`src/rtl/iee_pkg.sv`:
```
`default_nettype none
package iee_pkg;

	localparam int DEF_STACK_DEPTH = 32;
	localparam int DEF_VALUE_WIDTH = 32;
	localparam int QDEPTH = 4;

	// operator codes as kept on the operator stack
	localparam logic [2:0] OP_LPAR = 3'd0;
	localparam logic [2:0] OP_ADD  = 3'd1;
	localparam logic [2:0] OP_SUB  = 3'd2;
	localparam logic [2:0] OP_MUL  = 3'd3;
	localparam logic [2:0] OP_DIV  = 3'd4;
	localparam logic [2:0] OP_MOD  = 3'd5;
	localparam logic [2:0] OP_POW  = 3'd6;

	// status codes
	localparam logic [1:0] STAT_OK   = 2'd0;
	localparam logic [1:0] STAT_MAL  = 2'd1;
	localparam logic [1:0] STAT_DIV0 = 2'd2;
	localparam logic [1:0] STAT_OVF  = 2'd3;

	// characters
	localparam logic [7:0] CH_ADD  = 8'h2B;
	localparam logic [7:0] CH_SUB  = 8'h2D;
	localparam logic [7:0] CH_MUL  = 8'h2A;
	localparam logic [7:0] CH_DIV  = 8'h2F;
	localparam logic [7:0] CH_MOD  = 8'h25;
	localparam logic [7:0] CH_POW  = 8'h5E;
	localparam logic [7:0] CH_LPAR = 8'h28;
	localparam logic [7:0] CH_RPAR = 8'h29;
	localparam logic [7:0] CH_D0   = 8'h30;
	localparam logic [7:0] CH_D9   = 8'h39;

	typedef enum logic [2:0] {
		TK_NONE,
		TK_DIGIT,
		TK_LPAR,
		TK_RPAR,
		TK_OPER
	} tok_kind_t;

	typedef struct packed {
		tok_kind_t  kind;
		logic [3:0] digit;
		logic [2:0] op;
		logic       last;
	} tok_t;

	typedef struct packed {
		logic [7:0] ch;
		logic       last;
	} req_t;

	typedef struct packed {
		logic signed [31:0] result;
		logic [1:0]         status;
	} rsp_t;

	function automatic logic [1:0] prec(input logic [2:0] op);
		logic [1:0] p;
		case (op)
			OP_ADD, OP_SUB:         p = 2'd1;
			OP_MUL, OP_DIV, OP_MOD: p = 2'd2;
			OP_POW:                 p = 2'd3;
			default:                p = 2'd0;
		endcase
		return p;
	endfunction

endpackage
`default_nettype wire

```
`src/rtl/iee_front.sv`:
```
`default_nettype none
module iee_front
	import iee_pkg::*;
(
	input  wire  logic clk,
	input  wire  logic arst_n,
	input  wire  logic push,
	output logic       full,
	input  wire  req_t req,
	output tok_t       tok,
	output logic       tok_valid,
	input  wire  logic tok_pop
);

	localparam int PW = $clog2(QDEPTH);

	tok_t           cls;
	tok_t           q_mem [QDEPTH];
	logic [PW-1:0]  wp_q;
	logic [PW-1:0]  rp_q;
	logic [PW:0]    cnt_q;
	logic           wr;
	logic           rd;

	// classify the character
	always_comb begin
		cls.kind  = TK_NONE;
		cls.digit = req.ch[3:0];
		cls.op    = OP_LPAR;
		cls.last  = req.last;
		if (req.ch >= CH_D0 && req.ch <= CH_D9) begin
			cls.kind = TK_DIGIT;
		end else begin
			case (req.ch)
				CH_LPAR: cls.kind = TK_LPAR;
				CH_RPAR: cls.kind = TK_RPAR;
				CH_ADD:  begin cls.kind = TK_OPER; cls.op = OP_ADD; end
				CH_SUB:  begin cls.kind = TK_OPER; cls.op = OP_SUB; end
				CH_MUL:  begin cls.kind = TK_OPER; cls.op = OP_MUL; end
				CH_DIV:  begin cls.kind = TK_OPER; cls.op = OP_DIV; end
				CH_MOD:  begin cls.kind = TK_OPER; cls.op = OP_MOD; end
				CH_POW:  begin cls.kind = TK_OPER; cls.op = OP_POW; end
				default: cls.kind = TK_NONE;
			endcase
		end
	end

	assign full      = (cnt_q == (PW+1)'(QDEPTH));
	assign tok_valid = (cnt_q != '0);
	assign wr        = push && !full;
	assign rd        = tok_pop && tok_valid;
	assign tok       = q_mem[rp_q];

	// token queue storage
	always_ff @(posedge clk) begin
		if (wr) begin
			q_mem[wp_q] <= cls;
		end
	end

	// advance pointers
	always_ff @(posedge clk or negedge arst_n) begin
		if (!arst_n) begin
			wp_q  <= '0;
			rp_q  <= '0;
			cnt_q <= '0;
		end else begin
			if (wr) wp_q <= wp_q + 1'b1;
			if (rd) rp_q <= rp_q + 1'b1;
			if (wr && !rd) cnt_q <= cnt_q + 1'b1;
			else if (rd && !wr) cnt_q <= cnt_q - 1'b1;
		end
	end

endmodule
`default_nettype wire

```
`config.mk`:
```
export PLATFORM = sky130hd
export DESIGN_NAME = iee_front
export DESIGN_NICKNAME = d
export VERILOG_FILES = /design/src/rtl/iee_pkg.sv /design/src/rtl/iee_front.sv
export SDC_FILE = /design/constraint.sdc
export NUM_CORES = 1
export LEC_CHECK = 0
export BUFFER_PORTS_ARGS = -buffer_cell sky130_fd_sc_hd__buf_4
export CAP_MARGIN = 25
export CORE_MARGIN = 4
export CORE_UTILIZATION = 46
export CTS_CLUSTER_DIAMETER = 50
export DETAILED_ROUTE_END_ITERATION = 10
export MAX_ROUTING_LAYER = met4
export PLACE_DENSITY = 0.78
export SYNTH_ARGS = -nofsm -noshare
export SYNTH_HDL_FRONTEND = slang
export SYNTH_SLANG_ARGS = --single-unit
```
`constraint.sdc`:
```
create_clock -name clk -period 1.93 [get_ports clk]
set_input_delay 0.0965 -clock clk [delete_from_list [all_inputs] [get_ports clk]]
set_output_delay 0.0965 -clock clk [all_outputs]
set_load 0.05 [all_outputs]
```
=== Word level (Yosys, flattened, before mapping) ===
Memories as Yosys holds them, arrays and structs flattened.
Cells that the tools add are included.

* $add $sub $neg: 4
* Shift-type cells: 0
* Eq/ne operators: 9
* Multipliers: 0
* Bitwise logic cells: 0
* Muxes and demuxes: 8
* Reductions and logical operators: 11
* Divide/modulo/power cells: 0
* Magnitude comparators: 2

{| class="wikitable"
|+ Operator list
! kind !! number
|-
| $eq 8x6->1 const B || 7
|-
| $pmux 3 s6 || 1
|-
| $mux 3 || 4
|-
| $pmux 3 s3 || 1
|-
| $eq 8x7->1 const B || 1
|-
| $ge 8x6->1 const B || 1
|-
| $le 8x6->1 const B || 1
|-
| $reduce_or 6->1 || 1
|-
| $logic_and 1x1->1 || 5
|-
| $add 2x1->2 const B || 2
|-
| $add 3x1->3 const B || 1
|-
| $eq 3x3->1 const B || 1
|-
| $logic_not 1->1 || 3
|-
| $reduce_bool 3->1 || 1
|-
| $sub 3x1->3 const B || 1
|-
| $mux 1 || 2
|-
| $reduce_bool 2->1 || 1
|}

* Output and inout bits: 13
* Input bits: 13
* Logic and storage cells: 38
* Bits in latches: 0
* Memories kept: 1
* Bits in writable memories: 44
* Flip-flop bits (word level): 7
* Memory bits (read-only): 0

{| class="wikitable"
|+ Memories
! name !! words !! bits a word !! rd ports !! clocked after Yosys merged registers in !! write ports !! RTL line !! source
|-
| q_mem || 4 || 11 || 1 || 0 || 1 || iee_front.sv:18 || <nowiki>tok_t q_mem [QDEPTH];</nowiki>
|}

=== Longest topological paths before layout ===
* Depth in word-level cells: 7
* Depth in mapped cells: 9
* Mapped depth without buffers: 8

=== Worst setup path after synthesis ===
Ideal clock, no wire load.

* Path kind: reg-to-reg
* Start: register cnt_q[0]
* End: register cnt_q[1]
* Clock period less this slack: 2.448 ns
* Slack: -0.518 ns
* Stages on the path, launching flop included: 8
* Arrival: 2.324 ns
* Library setup time: 0.125 ns
* Path buffers: 1
* Cell sequence: dfrtp_1 nor3b_2 nor2b_1 buf_2 ha_1 inv_1 fa_1 mux2_2

* Word-level cells in the longest chain between the ends: 6
* Elaborated cells between the ends (all ways): 14
* Classes of those cells: 2 x add/sub; 1 x eq/ne; 2 x mux; 9 x reduce/logical

{| class="wikitable"
|+ RTL lines
! what !! RTL line !! source
|-
| start: declaration || iee_front.sv:21 || <nowiki>logic [PW:0] cnt_q;</nowiki>
|-
| start signal: assignment || iee_front.sv:70 || <nowiki>if (wr && !rd) cnt_q <= cnt_q + 1'b1;</nowiki>
|-
| start signal: assignment || iee_front.sv:71 || <nowiki>else if (rd && !wr) cnt_q <= cnt_q - 1'b1;</nowiki>
|-
| $eq 3x3->1 (*) || iee_front.sv:48 || <nowiki>assign full = (cnt_q == (PW+1)'(QDEPTH));</nowiki>
|-
| net full || iee_front.sv:8 || <nowiki>output logic full,</nowiki>
|-
| $logic_not 1->1 (*) || iee_front.sv:50 || <nowiki>assign wr = push && !full;</nowiki>
|-
| $logic_and 1x1->1 (*) || iee_front.sv:50 ||
|-
| net wr || iee_front.sv:22 || <nowiki>logic wr;</nowiki>
|-
| $logic_not 1->1 || iee_front.sv:71 ||
|-
| $logic_and 1x1->1 || iee_front.sv:71 ||
|-
| $reduce_bool 2->1 (no line) || n/a ||
|}

Mark *: on every way through the listed nets, which the timed path passes. The rest lies on a longest branch. The select of a mux whose other input is x is not followed.
A chain may end at the register's enable or synchronous reset.

=== Worst setup path after layout ===
* Start: register cnt_q[0]
* End: register cnt_q[2]

* Word-level cells in the longest chain between the ends: 6
* Elaborated cells between the ends (all ways): 14
* Classes of those cells: 2 x add/sub; 1 x eq/ne; 2 x mux; 9 x reduce/logical

{| class="wikitable"
|+ RTL lines
! what
|-
| parallel branches: the longest is 6 deep, another holds $sub 3x1->3
|}

Parallel ways; which one is timed is not known. The select of a mux whose other input is x is not followed.

==> flow_summary.yaml <==
timing:
  holdWs_ns: 0.0462
  fin_skew_ns: 0.0109
  worst_pin_slew_ns: 0.362
  fmax_mhz: 516
  layout_setup_ws_ns: -0.00976
  timing_hold_violations_final: 0
  relSlewSlack_pct: 75.8
  drv_slew: 0
  period_minus_slack_ns: 1.94
  min_period_over_period_pct: 101
  setup_viol: 1
  rsz0062_at_grt: "yes"
  final.setup.tns_ns: -0.00976
route:
  drt-pass1-iter-count: 4
  num_vias: 1209
  routed_wl_mm: 4.06
  avgRoutedWirePerCell_um: 18.8
  viasPerCell: 5.60
  drcViolationCount: 0
  ant_nets: 0
  drtIter0Drc: 79
floorplanning:
  rows: 24
  die_w_um: 76.6
  core_area_um2: 4440
  die_h_um: 76.6
  io_pins: 26
  start_util_pct: 48.6
  die-area_um2: 5860
grt:
  grt_max_degree: 18
  antenna_found_initial: 0
  overflow: 0
  first_global_vias: 1321
  grt_usage_pct: 15.7
  grt_first_pass_wirelength_mm: 6.73
worst_setup_path:
  cpPeakStageDelay_ns: 0.41
  crit_required_ns: 2.16
  worstSetupPathType: "reg2reg"
  cp_cell_sequence: "or3_4, nand2_4, ha_4, inv_4, fa_2, xor2_2, nor2_2, xor2_1"
  arrival_ns: 2.17
  setup.worst_path.start_class: "flop"
  reg2regPathDepth: 8
  cp_slowest_cell: "or3_4"
  cp-end-kind: "flop"
  cp_max_fo: 2
min_path:
  hold_class: "in2reg"
  min_path_cells: 1
synthesis:
  syn_nets: 137
  synth_area_leaders: "edfxtp_1 (61%), mux4_2 (11%), dfrtp_1 (8.1%)"
  synth.most_common_cell: "edfxtp_1"
  ys.warnings.count: 0
  synth-seq-cells: 51
  synth-edff-count: 44
  yosysTopAreaCell: "edfxtp_1"
  ys.flop_type: "edfxtp_1"
  ys_types: 29
  ys_seq_area_share_pct: 69.2
  yosys-top-cells-count: "edfxtp_1 (44), mux4_2 (11), dfrtp_1 (7)"
  syn_avg_cell_area_um2: 18.3
  syn_inst: 118
  async_flop_share_pct: 13.7
  yosysTopAreaCellShare_pct: 61.1
  syn_area_um2: 2160
placement:
  place_hpwl_mm: 2.84
  postPlaceCellArea_um2: 2510
  placed_cells_incl_taps: 202
  portBuffers: 25
  place_congestion: 0.800
  dp_slack_ns: -0.108
power_and_ir_drop:
  max-vdd-ir-drop_mv: 0.768
  p_leak_nw: 1.01
  totalPowerFinal_mw: 4.39
  cellPowerDensity_nw_per_um2: 1630
clocking:
  path_clk_slew_ns: 0.09
  cts_tree: "built"
  cts-root-buf: "clkbuf_8"
  htreeDepth: 2
  cts_num_sinks: 51
  cts_buffer_depth: 2
  numCtsBuffers: 5
  worst_skew_pair.late_latency_ns: 0.31
cells_and_area:
  drive_above_1_share_pct: 43.3
  final_cell_area_um2: 2700
  syn_to_final_growth_pct: 24.9
  final_cells: 216
  antenna_cells: 0
  finish.utilization_pct: 60.8
  final_nets: 182
run_status:
  violations: "negative setup slack"
  status: "complete, but fails checks"
run:
  max_cap_violations: 0
==> sequential cells by signal (all words and copies together), names as in the netlist <==
name	count
cnt_q	3
q_mem	44
rp_q	2
wp_q	2
==> layout make-up <==
class | count | area, µm²
clock inverter | 3 | 47.5
sequential | 51 | 1500
tap | 52 | 65.1
inverter | 3 | 13.8
multi-input combinational | 61 | 683
timing repair buffer | 41 | 325
clock buffer | 5 | 68.8
fill | 320 | 1740
==> placed cells by master, fill, tap and decap left out, types with 3 or more instances in the layout <==
cell,count
clkbuf_8,5
nand3_1,6
buf_4,38
and2_1,5
xnor2_1,4
nor2b_1,3
mux4_2,11
ha_1,4
edfxtp_1,44
nor2_1,5
dfrtp_1,6
==> path summary, 6_finish.rpt <==
path / from / end / slack, ns
max reg2reg: cnt_q[0]$_DFFE_PN0P_ / cnt_q[2]$_DFFE_PN0P_ / -0.01
min: req[2] / q_mem[0][5]$_DFFE_PP_ / 0.05
max in group asynchronous: arst_n / rp_q[0]$_DFFE_PN0P_ / 1.66
min in group asynchronous: arst_n / wp_q[1]$_DFFE_PN0P_ / 0.14
min reg2reg: cnt_q[2]$_DFFE_PN0P_ / cnt_q[2]$_DFFE_PN0P_ / 0.52
max: cnt_q[0]$_DFFE_PN0P_ / cnt_q[2]$_DFFE_PN0P_ / -0.01
==> worst max-delay path, delay by kind of cell (launching register included) <==
kind | cells | cell delay (ns)
simple gates | 3 | 0.62
flops | 1 | 0.39
buf+inv | 1 | 0.03
fa+ha+maj | 2 | 0.49
xor+xnor | 2 | 0.31
==> metal layers <==
metal / track usage (%) / wire, µm / vias up
met5: - / 0 / -
met4: 4.89 / 95 / 0
met3: 5.08 / 163 / 13
met2: 27.0 / 2270 / 36
met1: 17.4 / 1530 / 613
li1: - / - / 547
==> kinds of logic (layout without fill, tap and decap cells) <==
group	Yosys count	in the layout	share of synthesized area (%)
buf+inv	6	52	1.33
xor+xnor	6	6	2.43
fa+ha+maj	6	6	3.82
compound gates	4	4	1.39
mux	13	13	12.5
simple gates	32	32	9.32
flops	51	51	69.2
==> repair_timing <==
action / in CTS / in global routing
hold buffers: 2 / 0
pin swaps: 4 / 5
endpoints found under the hold margin: 11 / 0
gates resized for setup: 4 / 4
setup buffers: 1 / 3
setup endpoints to repair: 9 / 2
==> power breakdown <==
part | internal (mW) | total [mW] | leakage [nW] | switching (mW)
registers | 1.47 | 1.61 | 0.495 | 0.138
clock network | 0.393 | 0.749 | 0.0587 | 0.356
logic | 0.839 | 2.03 | 0.461 | 1.19
Power figures use the tool's default switching activity.
